$ cat src/design/evi_lane.sv
// One axis lane: start + (target - start) * eased, rounded half away from zero.
module evi_lane (
  input  logic               clk,
  input  logic               rst,
  input  logic               start,
  input  logic signed [31:0] s,
  input  logic signed [31:0] g,
  input  logic [16:0]        e,
  output logic signed [31:0] result,
  output logic               done
);

  logic [2:0]         vld;
  logic signed [32:0] diff;
  logic signed [50:0] prod;
  logic signed [31:0] s1, s2;
  logic [16:0]        e1;
  logic [50:0]        mag;
  logic [34:0]        qmag;
  logic [31:0]        q;

  assign mag  = prod[50] ? 51'(-prod) : 51'(prod);
  assign qmag = 35'((mag + 51'd32768) >> 16);
  assign q    = prod[50] ? 32'(-qmag) : qmag[31:0];

  always_ff @(posedge clk) begin
    if (rst) vld <= '0;
    else     vld <= {vld[1:0], start};
  end

  always_ff @(posedge clk) begin
    diff   <= 33'(g) - 33'(s);
    s1     <= s;
    e1     <= e;
    prod   <= 51'(diff) * $signed({1'b0, e1});
    s2     <= s1;
    result <= s2 + $signed(q);
  end

  assign done = vld[2];

endmodule

$ cat config.mk
export PLATFORM = sky130hd
export DESIGN_NAME = evi_lane
export DESIGN_NICKNAME = d
export VERILOG_FILES = /design/src/design/evi_lane.sv
export SDC_FILE = /design/constraint.sdc
export NUM_CORES = 2
export LEC_CHECK = 0
export BUFFER_PORTS_ARGS = -buffer_cell sky130_fd_sc_hd__buf_4
export CAP_MARGIN = 0
export CORE_ASPECT_RATIO = 0.7
export CORE_MARGIN = 10
export CORE_UTILIZATION = 60
export DETAILED_ROUTE_END_ITERATION = 6
export GPL_ROUTABILITY_DRIVEN = 0
export PLACE_DENSITY_LB_ADDON = 0.15
export RECOVER_POWER = 25
export SETUP_SLACK_MARGIN = 0.5
export SYNTH_ARGS = -nofsm -noshare
export SYNTH_HDL_FRONTEND = slang
export SYNTH_SLANG_ARGS = --single-unit
export TNS_END_PERCENT = 20
$ cat constraint.sdc
create_clock -name clk -period 11.9 [get_ports clk]
set_clock_uncertainty 0.05 [all_clocks]
set_input_delay 0.595 -clock clk [delete_from_list [all_inputs] [get_ports clk]]
set_output_delay 0.595 -clock clk [all_outputs]
set_load 0.02 [all_outputs]
==> results.yml <==
synthesis:
  synthesis.instances: 3254
  synth.most_common_cell: "inv_1"
  synth_top_area_share: 0.370
  synth_area_leaders: "fa_1, dfxtp_1, inv_1"
  async_flop_share: 0
  netlist_top_cells_count: "inv_1, fa_1, nand2_1, and2_1, dfxtp_1"
  syn_area_per_cell_um2: 8.93
  synth_seq_area_share: 0.136
  synth_enable_flop_cells: 0
  synth_nets: 4064
  synth_area_um2: 29100
  yosysTopAreaCell: "fa_1"
  synth_seq_cells: 198
  ys.flop_type: "dfxtp_1"
  synth_cell_types: 89
  yosysWarnings: 0
worst_setup_path:
  required_ps: 12250
  end_kind: "flop"
  r2r_end: "prod[47]"
  critPathKind: "flop to flop"
  r2r_setup_slack_ps: 3540
  cp_common_cell: "fa_1"
  reg2reg_depth: 23
  slowest_stage: "dfxtp_1"
  crit_chain: "and2_1 -> fa_1 -> inv_1 -> fa_1 -> fa_1 -> inv_1 -> fa_1 -> fa_1 -> fa_1 -> ha_1 -> a21o_1 -> a21o_1 -> a21o_1 -> nor3_1 -> nor3b_1 -> o21ba_2 -> o21ai_0 -> a22oi_1 -> a21boi_0 -> o41a_1 -> a211o_1 -> a21oi_1 -> xnor2_1"
  r2r_start: "e1[8]"
  cp-start-kind: "flop"
  cp.arrival_ps: 8700
  path_max_fanout: 33
  worst_path_largest_cell_delay_ps: 1270
sta:
  period_share: 0.702
  slew_violations: 0
  tns_ps: 0
  setup-violations-final: 0
  max_slew_margin: 0.0692
  hold_viol: 0
  rsz0062_at_grt: "false"
  clock.fmax_mhz: 120
  worst_pin_slew_ps: 1390
  min_period_ps: 8360
  finalWorstSetupSlack_ps: 3540
clocking:
  cts_setup_buffers: 0
  clock_latency_ps: 490
  cts_max_level: 4
  cts_sinks: 198
  cts.clk_slew.worst_paths_ps: 110
  cts-root-buf: "clkbuf_16"
  clockBufferDepth: 2
  cts_hold_buf: 0
  cts_buffers: 17
  cts_tree: "done"
  cts.repair.resized: 0
detailed_routing:
  drt_pass1_iterations: 5
  num_vias: 22100
  finalWirelength_um: 76900
  drtIter0Drc: 1810
  ant_nets: 0
  wl_per_cell_um: 19.4
  drc: 0
  vias_per_cell: 5.57
global_routing:
  grt_pass1_wl_um: 125000
  grt_pass1_vias: 22800
  antenna_found_initial: 0
  grt_usage: 0.272
  grt-ovfl-total: 0
  grt_max_degree: 60
floorplanning:
  num_io_pins: 117
  die_h_um: 204
  core_um2: 47900
  die_w_um: 283
  initial_core_util: 0.607
  num_rows: 67
  die_area_um2: 57800
worst_hold_path:
  holdPathStages: 1
  hold_end: "e1[14]"
  hold_start: "e[14]"
  hp-class: "input pin to flop"
placed_design:
  port-buffer-count: 116
  place_ws_ps: 3830
  hpwl_um: 61000
final_layout:
  layout.nets: 4101
  diodes: 0
  layout-drive-gt1-share: 0.0623
  area_delta_synth_final_pct: 6.66
status:
  status: "complete, no violations"
flow_run:
  drv_cap: 0
[stage by stage]
step	hold WS (ps)	cell area [um^2]	utilization	instances
2_1_floorplan	260	29100	-	3254
3_3_place_gp	261	30400	0.636	3927
3_5_place_dp	262	30400	0.636	3927
4_1_cts	126	31100	0.649	3959
5_1_grt	153	31000	0.648	3959
6_report	163	31000	0.648	3959
[state kept, by name, indices dropped and copies added (netlist names)]
register	cells
e1	17
diff	33
prod	49
s1	32
s2	32
vld	3
result	32
[cell type report]
class / count / area (um^2)
clock inverters: 15 / 220
multi-input cells: 2233 / 22000
flip-flops and latches: 198 / 3970
inverters: 697 / 2620
repair buffers: 144 / 1010
well taps: 655 / 820
fillers: 4011 / 16900
clock buffers: 17 / 425
[how the worst max path moves through the flow]
stage	from	endpoint	slack [ps]	cells after the start
after detailed placement	e1[8]	prod[47]	3830	23
after global placement	e1[8]	prod[47]	4000	24
final	e1[8]	prod[47]	3540	23
after global routing	e1[8]	prod[47]	3240	23
after floorplan	prod[50]	result[30]	4080	34
after CTS	e1[8]	prod[47]	3720	23
[layer usage]
layer | wire [um] | GRT usage | share of wire
met1 | 34200 | 0.386 | 0.44
met2 | 31800 | 0.392 | 0.41
met4 | 1220 | 0.0609 | 0.016
met5 | 0 | 0 | 0
met3 | 9710 | 0.0977 | 0.13
[cell families after synthesis]
kind of cell | after synthesis | share of synthesized area
AO/OA/AOI/OAI | 362 | 0.0837
XOR/XNOR | 185 | 0.0560
adder cells (fa/ha/maj) | 726 | 0.451
buffers and inverters | 823 | 0.109
flip-flops | 198 | 0.136
multiplexers | 3 | 0.00108
AND/OR/NAND/NOR | 957 | 0.163
[worst max-delay path, delay by kind of cell (launching register included)]
kind	cells	cell delay, ps
fa+ha+maj	7	3350
compound gates	10	2680
flops	1	1270
simple gates	3	610
buf+inv	2	140
xor+xnor	1	130
[cells in the final DEF, fill, tap and decap left out, types with 21 or more instances in the layout]
master	count
inv_1	697
fa_1	538
nand2_1	442
and2_1	203
dfxtp_1	195
ha_1	188
xnor2_1	132
nor2_1	99
buf_4	95
a21oi_1	90
o21ai_0	78
xor2_1	52
a21o_1	42
nand3_1	35
nor3_1	32
clkbuf_4	29
nand2b_1	23
o21a_1	21
Power is left out: the tool's default activity adds up to more than one toggle a clock period on the data nets, which glitch-free logic cannot reach.
