<file path="config.mk">
export PLATFORM = sky130hd
export DESIGN_NAME = evi_div
export DESIGN_NICKNAME = d
export VERILOG_FILES = /design/src/design/evi_div.sv
export SDC_FILE = /design/constraint.sdc
export NUM_CORES = 1
export LEC_CHECK = 0
export BUFFER_PORTS_ARGS = -buffer_cell sky130_fd_sc_hd__buf_2
export CORE_MARGIN = 2
export CORE_UTILIZATION = 40
export DETAILED_ROUTE_END_ITERATION = 10
export GPL_ROUTABILITY_DRIVEN = 0
export PLACE_DENSITY_LB_ADDON = 0.08
export SLEW_MARGIN = 20
export SYNTH_ARGS = -nofsm -noshare
export SYNTH_HDL_FRONTEND = slang
export SYNTH_SLANG_ARGS = --single-unit
export TNS_END_PERCENT = 5
</file>
<file path="constraint.sdc">
create_clock -name clk -period 6 [get_ports clk]
set_input_delay 1.2 -clock clk [delete_from_list [all_inputs] [get_ports clk]]
set_output_delay 1.2 -clock clk [all_outputs]
set_load 0.02 [all_outputs]
</file>
<file path="src/design/evi_div.sv">
// Serial restoring divider: t = elapsed * 2^16 / duration, one quotient bit a cycle.
module evi_div (
  input  logic        clk,
  input  logic        rst,
  input  logic        start,
  input  logic [31:0] num,
  input  logic [31:0] den,
  output logic [16:0] quot,
  output logic        done
);

  logic [32:0] rem;
  logic [4:0]  cnt;
  logic [33:0] diff;
  logic        take;
  logic [32:0] rem_next;

  assign diff     = {1'b0, rem} - {2'b00, den};
  assign take     = !diff[33];
  assign rem_next = take ? diff[32:0] : rem;

  always_ff @(posedge clk) begin
    if (rst) begin
      cnt  <= '0;
      done <= 1'b0;
    end else begin
      done <= 1'b0;
      if (start) begin
        // elapsed <= duration, so the first step yields the integer bit
        rem  <= {1'b0, num};
        cnt  <= 5'd17;
        quot <= '0;
      end else if (cnt != 5'd0) begin
        quot <= {quot[15:0], take};
        rem  <= {rem_next[31:0], 1'b0};
        cnt  <= cnt - 5'd1;
        done <= (cnt == 5'd1);
      end
    end
  end

endmodule

</file>
==> flow_metrics.tcl <==
set metrics [dict create \
    grt_start_max_net_pins 50 \
    core.rowCount 38 \
    syn_inst 517 \
    finalCritPeriodShare 0.6885 \
    antennaDiodeCount 0 \
    rsz0062_at_grt "false" \
    num-fill-cells 1097 \
    die_area_um2 12110 \
    p_leak_nw 2.331 \
    vias 3946 \
    criticalPathCategory "input port to register" \
    place_hpwl_um 8202 \
    hp-class "register to register" \
    synth_nets 620 \
    rr_worst_depth 10 \
    seq_area_frac_synth 0.3604 \
    cts_buffer_depth 2 \
    r2r-start "rem[10]" \
    r2r_slack_ps 2410 \
    grt_pass1_wl_um 18650 \
    core_area_um2 10890 \
    final-setup-viol-count 0 \
    powerDensity_nw_per_um2 265.2 \
    p_int_mw 0.8201 \
    drv_slew 0 \
    cts.htree.levels 2 \
    seqPwrFrac 0.387 \
    clock_sinks 56 \
    cp.arrival_ps 4200 \
    drt-pass1-iter-count 4 \
    fp.dieH_um 110.1 \
    grt_pass1_vias 3896 \
    finalInstanceArea_um2 5107 \
    final_util 0.4691 \
    combPwrFrac 0.435 \
    fin_crit_ps 4131 \
    placed_cell_area_um2 5012 \
    drive_gt1_frac 0.1837 \
    track_usage 0.1941 \
    ios 85 \
    syn_area_um2 4499 \
    cp-start-kind "input port" \
    synth-seq-cells 56 \
    max-vdd-ir-drop_uv 91.30 \
    dp.cells 720 \
    start_util 0.4132 \
    routedWlPerCell_um 15.33 \
    maxCapViolCount 0 \
    die-width_um 110.1 \
    outcome "completed" \
    final_antenna_net_count 0 \
    fin_skew_ps 10.86 \
    cts_root_buffer "clkbuf_8" \
    synth_cell_type_count 64 \
    postCtsHoldBufs 0 \
    hold_end "cnt[1]" \
    antenna_found_initial 0 \
    clkTransAtPathRegs_ps 120 \
    final-hold-violation-count 0 \
    port_buffers 84 \
    min_from "cnt[1]" \
    layoutNonFillerInstCount 728 \
    rr_endpoint "rem[2]" \
    drcViolationCount 0 \
    area_growth_pct 13.52 \
    cts_resized 0 \
    swShare 0.3945 \
    hold_depth 2 \
    wl_um 11160 \
    tns_ps 0 \
    relSlewSlack 0.3675 \
    cts_buffers 5 \
    synth_edf_count 50 \
    p_sw_mw 0.5343 \
    synth_area_leaders "edfxtp_1 (33%), ha_1 (9.7%), a21oi_1 (4.6%), nand2_1 (4.4%), inv_1 (4.3%)" \
    pre_cts_ws_ps 1494 \
    worstMarginPinSlew_ps 948.8 \
    yosysMostFrequentCell "nand2_1" \
    synth_top_cells_by_count "nand2_1 (53), inv_1 (52), edfxtp_1 (50)" \
    fmax_ghz 0.2421 \
    ys_async_sr_fraction 0 \
    required_ps 6070 \
    fin_ws_ps 1869 \
    grt-ovfl-total 0 \
    cts_tree "built" \
    viasPerCell 5.420 \
    synth_warnings 0 \
    finalNetCount 690 \
    synth_top_area_share 0.3337 \
    drtIter0Drc 180 \
    synthFlopType "edfxtp_1" \
    cts_setup_buffers 0 \
    crit_path_end_kind "register" \
    clk_latency_ps 340 \
    avgSynthCellArea_um2 8.703 \
    synth_top_cell_by_area "edfxtp_1" \
    power_frac_clock 0.177 \
    path_max_fanout 19 \
]
-- placed cells by master (no fill, tap or decap), types with 6 or more instances in the layout --
cell type	n
a21o_1	17
a21oi_1	41
a2bb2oi_1	7
a31oi_1	20
and3_1	7
buf_2	84
dfxtp_1	6
edfxtp_1	50
ha_1	35
inv_1	52
nand2_1	53
nand3_1	14
nand4_1	8
nor2_1	39
nor2b_1	19
nor3_1	10
o21ai_0	20
o21bai_1	8
or3_1	9
xnor2_1	14
-- final cells by class --
| cell class | instances | area, um2 | share of cell area |
|---|---|---|---|
| Clock buffer | 5 | 68.82 | 0.01347 |
| Clock inverter | 3 | 26.28 | 0.005145 |
| Inverter | 52 | 195.2 | 0.03822 |
| Multi-Input combinational cell | 385 | 2577 | 0.5047 |
| Sequential cell | 56 | 1622 | 0.3175 |
| Tap cell | 140 | 175.2 | 0.03430 |
| Timing Repair Buffer | 87 | 442.9 | 0.08672 |
-- sequential cells by signal (all words and copies together) (netlist names) --
register  flops
cnt           5
rem          33
quot         17
done          1
-- cells by family (layout without fill, tap and decap cells) --
kind of cell	Yosys count	in the layout	synth area share
AND/OR/NAND/NOR	171	171	0.1849
XOR/XNOR	17	17	0.03309
adder cells (fa/ha/maj)	36	36	0.1018
multiplexers	4	4	0.009177
buffers and inverters	76	147	0.07008
flip-flops	56	56	0.3604
AO/OA/AOI/OAI	157	157	0.2406
-- worst max-delay path, stage by stage --
cell	delay, ps
buf_2	80
inv_1	30
ha_1	380
a21oi_1	310
o21bai_1	120
a21oi_2	250
o211ai_2	120
a311o_2	440
nor2_2	590
buf_4	380
mux2i_1	200
o21ai_0	80
-- power by group through the flow --
stage	logic [mW]	registers (mW)	clock network (mW)
finish	0.590	0.524	0.240
global route	0.670	0.532	0.260
CTS	0.594	0.525	0.250
detailed placement	0.591	0.533	0
global placement	0.586	0.533	0
floorplan	0.442	0.542	0
-- how the worst max path moves through the flow --
stage	startpoint	to	slack, ps	depth (start not counted)
2_1_floorplan	start	quot[0]	780	5
3_3_place_gp	den[10]	rem[2]	1620	12
3_5_place_dp	den[10]	rem[2]	1490	12
4_1_cts	den[10]	rem[2]	1860	12
5_1_grt	den[10]	rem[2]	1620	12
6_report	den[10]	rem[2]	1870	12
-- metal layers --
layer	GRT usage	wire (um)	share of wire
met3	0.02704	527	0.047
met5	0	0	0
met1	0.2761	5596	0.50
met4	0.04430	123	0.011
met2	0.3124	4909	0.44
-- per-stage QoR --
step | power, mW | hold WS (ps)
5_1_grt | 1.462 | 577.3
2_1_floorplan | 0.9842 | 486.7
4_1_cts | 1.369 | 532.9
3_3_place_gp | 1.120 | 518.3
6_report | 1.354 | 534.3
3_5_place_dp | 1.124 | 515.9
Note: power is estimated with default switching activity, not from simulation.
